[src/hw/rtl/pprm_pkg.sv]
package pprm_pkg;

  // Field and register widths
  localparam int TIME_W     = 32;
  localparam int RPM_W      = 16;
  localparam int PPR_W      = 8;
  localparam int TIMEOUT_W  = 16;
  localparam int CFG_IDX_W  = 1;
  localparam int CFG_DATA_W = 16;

  // Revolutions-per-minute numerator: milliseconds in one minute
  localparam logic [RPM_W-1:0] RPM_NUMERATOR = 16'd60000;

  // Register reset values
  localparam logic [PPR_W-1:0]     PPR_RESET     = 8'd2;
  localparam logic [TIMEOUT_W-1:0] TIMEOUT_RESET = 16'd300;

  // Register indexes on the configuration port
  localparam logic [CFG_IDX_W-1:0] CFG_PPR     = 1'd0;
  localparam logic [CFG_IDX_W-1:0] CFG_TIMEOUT = 1'd1;

  // Item kinds
  localparam logic KIND_CHANGE = 1'b0;
  localparam logic KIND_POLL   = 1'b1;

  // Request to the shared divider: dividend is the quotient width
  typedef struct packed {
    logic              start;
    logic [RPM_W-1:0]  dividend;
    logic [TIME_W-1:0] divisor;
  } div_req_t;

endpackage

[src/hw/rtl/pprm_in_if.sv]
interface pprm_in_if;
  import pprm_pkg::*;

  logic              valid;
  logic              ready;
  logic              kind;
  logic              pin_level;
  logic [TIME_W-1:0] time_ms;

  modport source (output valid, kind, pin_level, time_ms, input ready);
  modport sink   (input valid, kind, pin_level, time_ms, output ready);

endinterface

[src/hw/rtl/pprm_out_if.sv]
interface pprm_out_if;
  import pprm_pkg::*;

  logic             valid;
  logic             ready;
  logic [RPM_W-1:0] rpm;

  modport source (output valid, rpm, input ready);
  modport sink   (input valid, rpm, output ready);

endinterface

[src/hw/rtl/pprm_div.sv]
module pprm_div (
  input  logic                     clk,
  input  logic                     rst_n,
  input  pprm_pkg::div_req_t       req,
  output logic                     done,
  output logic [pprm_pkg::RPM_W-1:0] quotient
);
  import pprm_pkg::*;

  localparam int CNT_W = $clog2(RPM_W);

  logic              busy_r, busy_nxt;
  logic              done_r, done_nxt;
  logic [CNT_W-1:0]  cnt_r, cnt_nxt;
  logic [TIME_W-1:0] rem_r, rem_nxt;
  logic [RPM_W-1:0]  quo_r, quo_nxt;
  logic [TIME_W-1:0] dvs_r, dvs_nxt;

  logic [TIME_W:0]   trial;
  logic              fits;

  // One restoring step: shift in the next dividend bit, subtract if it fits
  assign trial = {rem_r, quo_r[RPM_W-1]};
  assign fits  = (trial >= {1'b0, dvs_r});

  always_comb begin
    busy_nxt = busy_r;
    done_nxt = 1'b0;
    cnt_nxt  = cnt_r;
    rem_nxt  = rem_r;
    quo_nxt  = quo_r;
    dvs_nxt  = dvs_r;
    if (req.start) begin
      busy_nxt = 1'b1;
      cnt_nxt  = '0;
      rem_nxt  = '0;
      quo_nxt  = req.dividend;
      dvs_nxt  = req.divisor;
    end else if (busy_r) begin
      if (fits) begin
        rem_nxt = trial[TIME_W-1:0] - dvs_r;
      end else begin
        rem_nxt = trial[TIME_W-1:0];
      end
      quo_nxt = {quo_r[RPM_W-2:0], fits};
      cnt_nxt = cnt_r + 1'b1;
      // Last quotient bit lands this cycle
      if (cnt_r == CNT_W'(RPM_W - 1)) begin
        busy_nxt = 1'b0;
        done_nxt = 1'b1;
      end
    end
  end

  always_ff @(posedge clk) begin
    if (!rst_n) begin
      busy_r <= 1'b0;
      done_r <= 1'b0;
      cnt_r  <= '0;
    end else begin
      busy_r <= busy_nxt;
      done_r <= done_nxt;
      cnt_r  <= cnt_nxt;
    end
    rem_r <= rem_nxt;
    quo_r <= quo_nxt;
    dvs_r <= dvs_nxt;
  end

  assign done     = done_r;
  assign quotient = quo_r;

endmodule

[src/hw/rtl/pulse_period_rpm_meter_top.sv]
// Channel   Direction  Beat payload                  Handshake
// in_ch     in         kind, pin_level, time_ms      valid/ready
// out_ch    out        rpm                           valid/ready
// cfg_*     in         cfg_idx, cfg_wdata            cfg_we, no wait
//
// A poll or an ignored change completes in ST_IDLE; the poll's speed beat is
// registered and shown on the next cycle. A rising edge with a positive
// period takes two passes of 16 steps each through the shared
// restoring divider (pulses to RPM scale, then scale by period).
// rst_n is synchronous: it clears the sequencer, the stamp, the speed and
// the output beat. in_ch.ready drops while a division runs and while a
// speed beat waits without out_ch.ready.
module pulse_period_rpm_meter_top (
  input  logic                             clk,
  input  logic                             rst_n,
  pprm_in_if.sink                          in_ch,
  pprm_out_if.source                       out_ch,
  input  logic                             cfg_we,
  input  logic [pprm_pkg::CFG_IDX_W-1:0]   cfg_idx,
  input  logic [pprm_pkg::CFG_DATA_W-1:0]  cfg_wdata
);
  import pprm_pkg::*;

  typedef enum logic [1:0] {
    ST_IDLE,
    ST_PER_REV,
    ST_RATE
  } state_t;

  state_t            state_r, state_nxt;
  logic [PPR_W-1:0]     ppr_r;
  logic [TIMEOUT_W-1:0] timeout_r;
  logic [TIME_W-1:0] last_r, last_nxt;
  logic [RPM_W-1:0]  held_r, held_nxt;
  logic [TIME_W-1:0] delta_r, delta_nxt;
  logic              out_valid_r, out_valid_nxt;
  logic [RPM_W-1:0]  out_rpm_r, out_rpm_nxt;

  div_req_t          div_req;
  logic              div_done;
  logic [RPM_W-1:0]  div_quo;

  logic              accept;
  logic [TIME_W-1:0] base;
  logic [TIME_W-1:0] delta;
  logic [TIME_W-1:0] deadline;
  logic [PPR_W-1:0]  ppr_eff;

  assign in_ch.ready = (state_r == ST_IDLE) && (!out_valid_r || out_ch.ready);
  assign accept      = in_ch.valid && in_ch.ready;

  // First edge measures against itself
  assign base     = (last_r == '0) ? in_ch.time_ms : last_r;
  assign delta    = in_ch.time_ms - base;
  assign deadline = last_r + TIME_W'(timeout_r);
  assign ppr_eff  = (ppr_r == '0) ? PPR_W'(1) : ppr_r;

  // Sequencer
  always_comb begin
    state_nxt     = state_r;
    last_nxt      = last_r;
    held_nxt      = held_r;
    delta_nxt     = delta_r;
    out_valid_nxt = out_valid_r && !out_ch.ready;
    out_rpm_nxt   = out_rpm_r;
    div_req       = '0;
    unique case (state_r)
      ST_IDLE: begin
        if (accept) begin
          if (in_ch.kind == KIND_POLL) begin
            // Drop the speed once the edge has gone stale
            if (deadline < in_ch.time_ms) begin
              held_nxt    = '0;
              last_nxt    = in_ch.time_ms;
              out_rpm_nxt = '0;
            end else begin
              out_rpm_nxt = held_r;
            end
            out_valid_nxt = 1'b1;
          end else if (in_ch.pin_level) begin
            last_nxt = in_ch.time_ms;
            if (delta == '0 || delta[TIME_W-1]) begin
              held_nxt = '0;
            end else begin
              delta_nxt        = delta;
              div_req.start    = 1'b1;
              div_req.dividend = RPM_NUMERATOR;
              div_req.divisor  = TIME_W'(ppr_eff);
              state_nxt        = ST_PER_REV;
            end
          end
        end
      end
      ST_PER_REV: begin
        if (div_done) begin
          div_req.start    = 1'b1;
          div_req.dividend = div_quo;
          div_req.divisor  = delta_r;
          state_nxt        = ST_RATE;
        end
      end
      ST_RATE: begin
        if (div_done) begin
          held_nxt  = div_quo;
          state_nxt = ST_IDLE;
        end
      end
      default: state_nxt = ST_IDLE;
    endcase
  end

  always_ff @(posedge clk) begin
    if (!rst_n) begin
      state_r     <= ST_IDLE;
      last_r      <= '0;
      held_r      <= '0;
      out_valid_r <= 1'b0;
    end else begin
      state_r     <= state_nxt;
      last_r      <= last_nxt;
      held_r      <= held_nxt;
      out_valid_r <= out_valid_nxt;
    end
    delta_r   <= delta_nxt;
    out_rpm_r <= out_rpm_nxt;
  end

  // Configuration registers
  always_ff @(posedge clk) begin
    if (!rst_n) begin
      ppr_r     <= PPR_RESET;
      timeout_r <= TIMEOUT_RESET;
    end else if (cfg_we) begin
      unique case (cfg_idx)
        CFG_PPR:     ppr_r     <= cfg_wdata[PPR_W-1:0];
        CFG_TIMEOUT: timeout_r <= cfg_wdata[TIMEOUT_W-1:0];
        default: ;
      endcase
    end
  end

  assign out_ch.valid = out_valid_r;
  assign out_ch.rpm   = out_rpm_r;

  pprm_div u_div (
    .clk      (clk),
    .rst_n    (rst_n),
    .req      (div_req),
    .done     (div_done),
    .quotient (div_quo)
  );

endmodule
[src/flat_wrapper.sv]
// flat-port wrapper written by rule: the top's interface ports become plain ports
module pulse_period_rpm_meter_top_flat import pprm_pkg::*;
  (clk, rst_n, cfg_we, cfg_idx, cfg_wdata, in_ch_valid, in_ch_kind, in_ch_pin_level, in_ch_time_ms, in_ch_ready, out_ch_valid, out_ch_rpm, out_ch_ready);
  pprm_in_if in_ch_i ();
  pprm_out_if out_ch_i ();
  input  logic clk;
  input  logic rst_n;
  input  logic cfg_we;
  input  logic [pprm_pkg::CFG_IDX_W-1:0] cfg_idx;
  input  logic [pprm_pkg::CFG_DATA_W-1:0] cfg_wdata;
  input wire logic [$bits(in_ch_i.valid)-1:0] in_ch_valid;
  input wire logic [$bits(in_ch_i.kind)-1:0] in_ch_kind;
  input wire logic [$bits(in_ch_i.pin_level)-1:0] in_ch_pin_level;
  input wire logic [$bits(in_ch_i.time_ms)-1:0] in_ch_time_ms;
  output wire logic [$bits(in_ch_i.ready)-1:0] in_ch_ready;
  output wire logic [$bits(out_ch_i.valid)-1:0] out_ch_valid;
  output wire logic [$bits(out_ch_i.rpm)-1:0] out_ch_rpm;
  input wire logic [$bits(out_ch_i.ready)-1:0] out_ch_ready;
  assign in_ch_i.valid = in_ch_valid;
  assign in_ch_i.kind = in_ch_kind;
  assign in_ch_i.pin_level = in_ch_pin_level;
  assign in_ch_i.time_ms = in_ch_time_ms;
  assign in_ch_ready = in_ch_i.ready;
  assign out_ch_valid = out_ch_i.valid;
  assign out_ch_rpm = out_ch_i.rpm;
  assign out_ch_i.ready = out_ch_ready;
  pulse_period_rpm_meter_top u_core (.clk(clk), .rst_n(rst_n), .in_ch(in_ch_i), .out_ch(out_ch_i), .cfg_we(cfg_we), .cfg_idx(cfg_idx), .cfg_wdata(cfg_wdata));
endmodule
[config.mk]
export PLATFORM = sky130hd
export DESIGN_NAME = pulse_period_rpm_meter_top_flat
export DESIGN_NICKNAME = d
export VERILOG_FILES = /design/src/hw/rtl/pprm_pkg.sv /design/src/hw/rtl/pprm_in_if.sv /design/src/hw/rtl/pprm_out_if.sv /design/src/hw/rtl/pprm_div.sv /design/src/hw/rtl/pulse_period_rpm_meter_top.sv /design/src/flat_wrapper.sv
export SDC_FILE = /design/constraint.sdc
export NUM_CORES = 1
export LEC_CHECK = 0
export BUFFER_PORTS_ARGS = -buffer_cell sky130_fd_sc_hd__buf_2
export CAP_MARGIN = 20
export CORE_ASPECT_RATIO = 1.1
export CORE_MARGIN = 2
export CORE_UTILIZATION = 55
export CTS_CLUSTER_DIAMETER = 40
export CTS_CLUSTER_SIZE = 40
export DETAILED_ROUTE_END_ITERATION = 7
export GPL_TIMING_DRIVEN = 1
export PLACE_DENSITY = 0.83
export SYNTH_ARGS = -nofsm -noshare
export SYNTH_HDL_FRONTEND = slang
export SYNTH_HIERARCHICAL = 1
export SYNTH_SLANG_ARGS = --single-unit
[constraint.sdc]
create_clock -name clk -period 7.3 [get_ports clk]
set_clock_uncertainty 0.05 [all_clocks]
set_input_delay 0.73 -clock clk [delete_from_list [all_inputs] [get_ports clk]]
set_output_delay 0.73 -clock clk [all_outputs]
set_load 0.01 [all_outputs]
# Yosys cells after proc, flatten, opt, wreduce, memory -nomap -nowiden
# Cells that the tools add are included.
[totals]
ff_bits = 209
latch_bits = 0
mem_bits_rw = 0
rom_bits = 0
inputBits = 56
mem_count = 0
[op_classes]
add_sub_neg = 4
n_mul = 0
div = 0
magnitude_cmp = 2
eq_ne = 13
n_shift = 0
n_mux = 35
bitwise = 5
reduce_logical = 24
[op_table]
columns = ["operator", "n"]
rows = [
  ["$mux 49", 5],
  ["$mux 32", 5],
  ["$mux 16", 8],
  ["$pmux 49 s2", 1],
  ["$logic_not 32->1", 2],
  ["$sub 32x32->32", 2],
  ["$ge 33x32->1", 1],
  ["$add 32x16->32", 1],
  ["$lt 32x32->1", 1],
  ["$pmux 16 s2", 1],
  ["$mux 2", 6],
  ["$ne 2x2->1 const B", 5],
  ["$reduce_and 5->1", 2],
  ["$ne 3x3->1 const B", 3],
  ["$logic_not 8->1", 1],
  ["$mux 8", 1],
  ["$mux 1", 7],
  ["$pmux 2 s3", 1],
  ["$reduce_and 2->1", 3],
  ["$reduce_and 6->1", 1],
  ["$reduce_bool 2->1", 3],
  ["$not 1->1", 5],
  ["$add 4x1->4 const B", 1],
  ["$eq 4x4->1 const B", 1],
  ["11 further kinds", 16],
]

# Logic depth before layout (Yosys ltp)
[depth]
ltp_word = 12
depth_mapped = 24

# By module
# The synthesis kept the hierarchy.
[modules_own_cells]
columns = ["module", "instances", "cells_per_inst", "area_each_um2", "seq_area_each_um2"]
rows = [
  ["pulse_period_rpm_meter_top", 1, 1065, 9022.4, 2942.8],
  ["pprm_div", 1, 611, 5555.3, 2202.1],
]

# Worst setup path after synthesis
# OpenSTA, ideal clock, no wires.
[synth_timing]
path_type = "reg-to-reg"
from = "register u_core.last_r[27]"
to = "register u_core.u_div.quo_r[0] (netlist: u_core/u_div/quotient[0]) (enable)"
setup_ns = 0.364
t_arrival_ns = 5.959
required_time_ns = 6.886
setup_slack_ns = 0.927
path_stages_with_launch = 23
path_buffers = 5
synth_period_minus_slack_ns = 6.373
path_cell_list = "dfxtp_1 > clkbuf_1 > nor4_1 > nand4_1 > nor2_1 > clkbuf_1 > a21oi_1 > ha_1 > a21oi_1 > a21oi_1 > or3_1 > a31oi_1 > a31oi_1 > a2111oi_0 > or2_2 > xnor2_1 > o211ai_2 > buf_4 > o21ai_1 > clkbuf_1 > nor2_1 > clkbuf_1 > inv_1"
[synth_lines]
columns = ["item", "line_no", "rtl"]
rows = [
  ["from (decl)", "pulse_period_rpm_meter_top.sv:33", "logic [TIME_W-1:0] last_r, last_nxt;"],
  ["from (signal assigned)", "pulse_period_rpm_meter_top.sv:120", "last_r <= last_nxt;"],
  ["to (signal assigned)", "pprm_div.sv:66", "quo_r <= quo_nxt;"],
  ["to (decl)", "pprm_div.sv:16", "logic [RPM_W-1:0] quo_r, quo_nxt;"],
]

==> results.json <==
{
  "status": "complete, no violations",
  "first_global_vias": 12200,
  "synth.avg_cell_area_um2": 8.70,
  "drtIter0Drc": 1069,
  "fp.dieH_um": 175,
  "setup_tns_ns": 0,
  "rows": 62,
  "finalMaxSlewViolations": 0,
  "fp.dieArea_mm2": 0.0278,
  "drive_gt1_share_pct": 10.8,
  "grt_first_pass_wirelength_um": 57900,
  "drv_cap": 0,
  "worst_slew_pin_slew_ns": 1.08,
  "rsz0062_at_grt": "false",
  "crit_path_start_kind": "flip-flop",
  "die_x_um": 159,
  "synthCells": 1676,
  "relSlewSlack_pct": 28.0,
  "dp_hpwl_um": 25500,
  "reg2reg_to": "u_core/u_div/quotient[4]",
  "critPathKind": "flip-flop to flip-flop",
  "grt_max_degree": 79,
  "place_inst": 2034,
  "crit_start": "u_core/last_r[2]",
  "yosysTopAreaCell": "edfxtp_1",
  "power.density_mw_per_mm2": 320,
  "critPathArrivalTime_ns": 6.81,
  "crit_end": "u_core/u_div/quotient[4]",
  "overflow": 0,
  "firstDrtPassIters": 6,
  "critPathCaptureType": "flip-flop",
  "fmax_mhz": 150,
  "ys_async_sr_fraction_pct": 0,
  "fillers": 2183,
  "yosys-top-cells-area": "edfxtp_1 20%, dfxtp_1 16%, ha_1 9.5%",
  "via_count": 12600,
  "clk_latency_ns": 0.55,
  "setup_viol_count_final": 0,
  "hold_violations": 0,
  "use_met3_pct": 3.28,
  "num-nets-final": 1883,
  "cts_root_buf": "clkbuf_16",
  "netlist.area_leader.share_pct": 19.8,
  "hold_depth": 3,
  "post_cts_buffers": 0,
  "timing.final.crit_share_pct": 91.4,
  "drt-total-wl_um": 34900,
  "crit_required_ns": 7.44,
  "antenna_found_initial": 0,
  "gr-usage-met1_pct": 30.4,
  "synth.cell_area_mm2": 0.0146,
  "synth-seq-area-share_pct": 35.3,
  "gp_congestion": 0.948,
  "synth_common_cells": "177 x nand2_1, 134 x a21oi_1, 114 x inv_1",
  "p_leak_nw": 6.71,
  "synth_nets": 1846,
  "cts_resized": 0,
  "worstRegToRegCells": 18,
  "cts_made_buffers": 28,
  "grt_most_used_layer": "met2",
  "yosysWarnings": 6,
  "clockBufferDepth": 3,
  "syn2layout_area_growth_pct": 10.6,
  "whs_ns": 0.343,
  "avgViaCountPerCell": 6.05,
  "synthFlopType": "dfxtp_1",
  "hold_buffers": 0,
  "ir_worst_vdd_uv": 212,
  "met2_usage_pct": 43.1,
  "rr_startpoint": "u_core/last_r[2]",
  "wl_per_cell_um": 16.7,
  "ant_nets": 0,
  "clock_sinks": 209,
  "cts.reportedPaths.clkPinSlew_ns": 0.06,
  "synth_cell_types": 84,
  "worstHoldPathType": "input pin to flip-flop",
  "antenna_cells": 0,
  "synth-edff-count": 96,
  "grt.total_usage_pct": 24.6,
  "p_total_mw": 5.16,
  "synth_most_common_cell": "nand2_1",
  "io_pins": 74,
  "placement.io_buffers": 73,
  "synth_seq_cells": 209,
  "cts_tree": "done",
  "worst-r2r-setup-slack_ns": 0.62,
  "finalNonFillerCells": 2087,
  "core_area_mm2": 0.0261,
  "start_util_pct": 55.9,
  "route.detailed.drc": 0,
  "period_minus_slack_ns": 6.68,
  "htreeDepth": 1,
  "cp_max_fo": 37,
  "finalCoreUtilization_pct": 61.9
}
[critical path: stages (launching register included)]
cell	delay, ns
dfxtp_1	0.34
nor4_1	0.56
nand4_1	0.24
nor2_2	0.50
buf_4	0.32
a21oi_1	0.10
ha_1	0.38
a21oi_2	0.23
nor2b_1	0.07
or3_1	0.35
a31oi_1	0.40
a31oi_1	0.20
a2111oi_0	0.55
or2_2	0.23
xnor2_1	0.16
o211ai_2	0.42
o21ai_4	0.55
nor2_1	0.12
inv_1	0.53
[worst min-delay path by stage]
stage | slack, ns | start | endpoint
final | 0.34 | cfg_wdata[8] | u_core/timeout_r[8]
after global routing | 0.36 | cfg_wdata[8] | u_core/timeout_r[8]
after CTS | 0.33 | cfg_wdata[8] | u_core/timeout_r[8]
after detailed placement | 0.41 | u_core/timeout_r[12] | u_core/timeout_r[12]
after global placement | 0.40 | u_core/ppr_r[2] | u_core/ppr_r[2]
after floorplan | 0.39 | u_core/u_div/cnt_r[3] | u_core/u_div/done
[routing by layer]
metal  share of wire [%]  vias to the layer above
li1                    -                     6122
met1                  42                     5958
met2                  48                      448
met3                 5.6                      105
met4                 4.1                        0
met5                   0                        -
[cell type report]
class	count	area [µm²]	area share, %
clock buffer	33	772	4.79
clock inverter	19	203	1.26
inverter	114	428	2.65
multi-input combinational	1273	8660	53.7
sequential	209	5140	31.9
tap	352	440	2.73
timing repair buffer	87	470	2.92
[report_power, final]
| part | internal, mW | leakage (nW) | switching [mW] |
|---|---|---|---|
| clock network | 0.822 | 0.474 | 0.579 |
| logic | 0.867 | 4.36 | 1.40 |
| registers | 1.38 | 1.87 | 0.117 |
| total | 3.07 | 6.71 | 2.09 |
[per-stage QoR]
stage                     setup WS [ns]  instance area [µm²]
after floorplan                   0.927                14600
after global placement             1.03                15100
after detailed placement          0.813                15100
after CTS                         0.729                16100
after global routing              0.180                16100
final                             0.625                16100
[registers in the layout, summed over array words and instances, names as in the netlist]
signal / cells
u_core/timeout_r: 16
u_core/u_div/rem_r: 32
u_core/out_ch.rpm: 16
u_core/held_r: 16
u_core/u_div/quotient: 16
u_core/state_r: 2
u_core/u_div/busy_r: 1
u_core/u_div/dvs_r: 32
u_core/out_ch.valid: 1
u_core/ppr_r: 8
u_core/u_div/done: 1
u_core/delta_r: 32
u_core/last_r: 32
u_core/u_div/cnt_r: 4
[cell usage in the layout (no fill, tap or decap), drive strengths merged, types with 33 or more instances in the layout]
| master | n |
|---|---|
| and2 | 44 |
| dfxtp | 113 |
| inv | 127 |
| nor2 | 102 |
| a21oi | 136 |
| edfxtp | 96 |
| nand3 | 47 |
| xnor2 | 50 |
| buf | 87 |
| o21ai | 83 |
| a21o | 51 |
| nor2b | 60 |
| nand2 | 177 |
| clkbuf | 33 |
| mux2i | 36 |
| ha | 111 |
[cells by family after synthesis]
kind of cell / share of synthesized area (%)
AND/OR/NAND/NOR: 19.1
multiplexers: 3.79
XOR/XNOR: 4.81
AO/OA/AOI/OAI: 21.6
buffers and inverters: 5.49
flip-flops: 35.3
adder cells (fa/ha/maj): 9.94
Note: power is estimated with default switching activity, not from simulation.
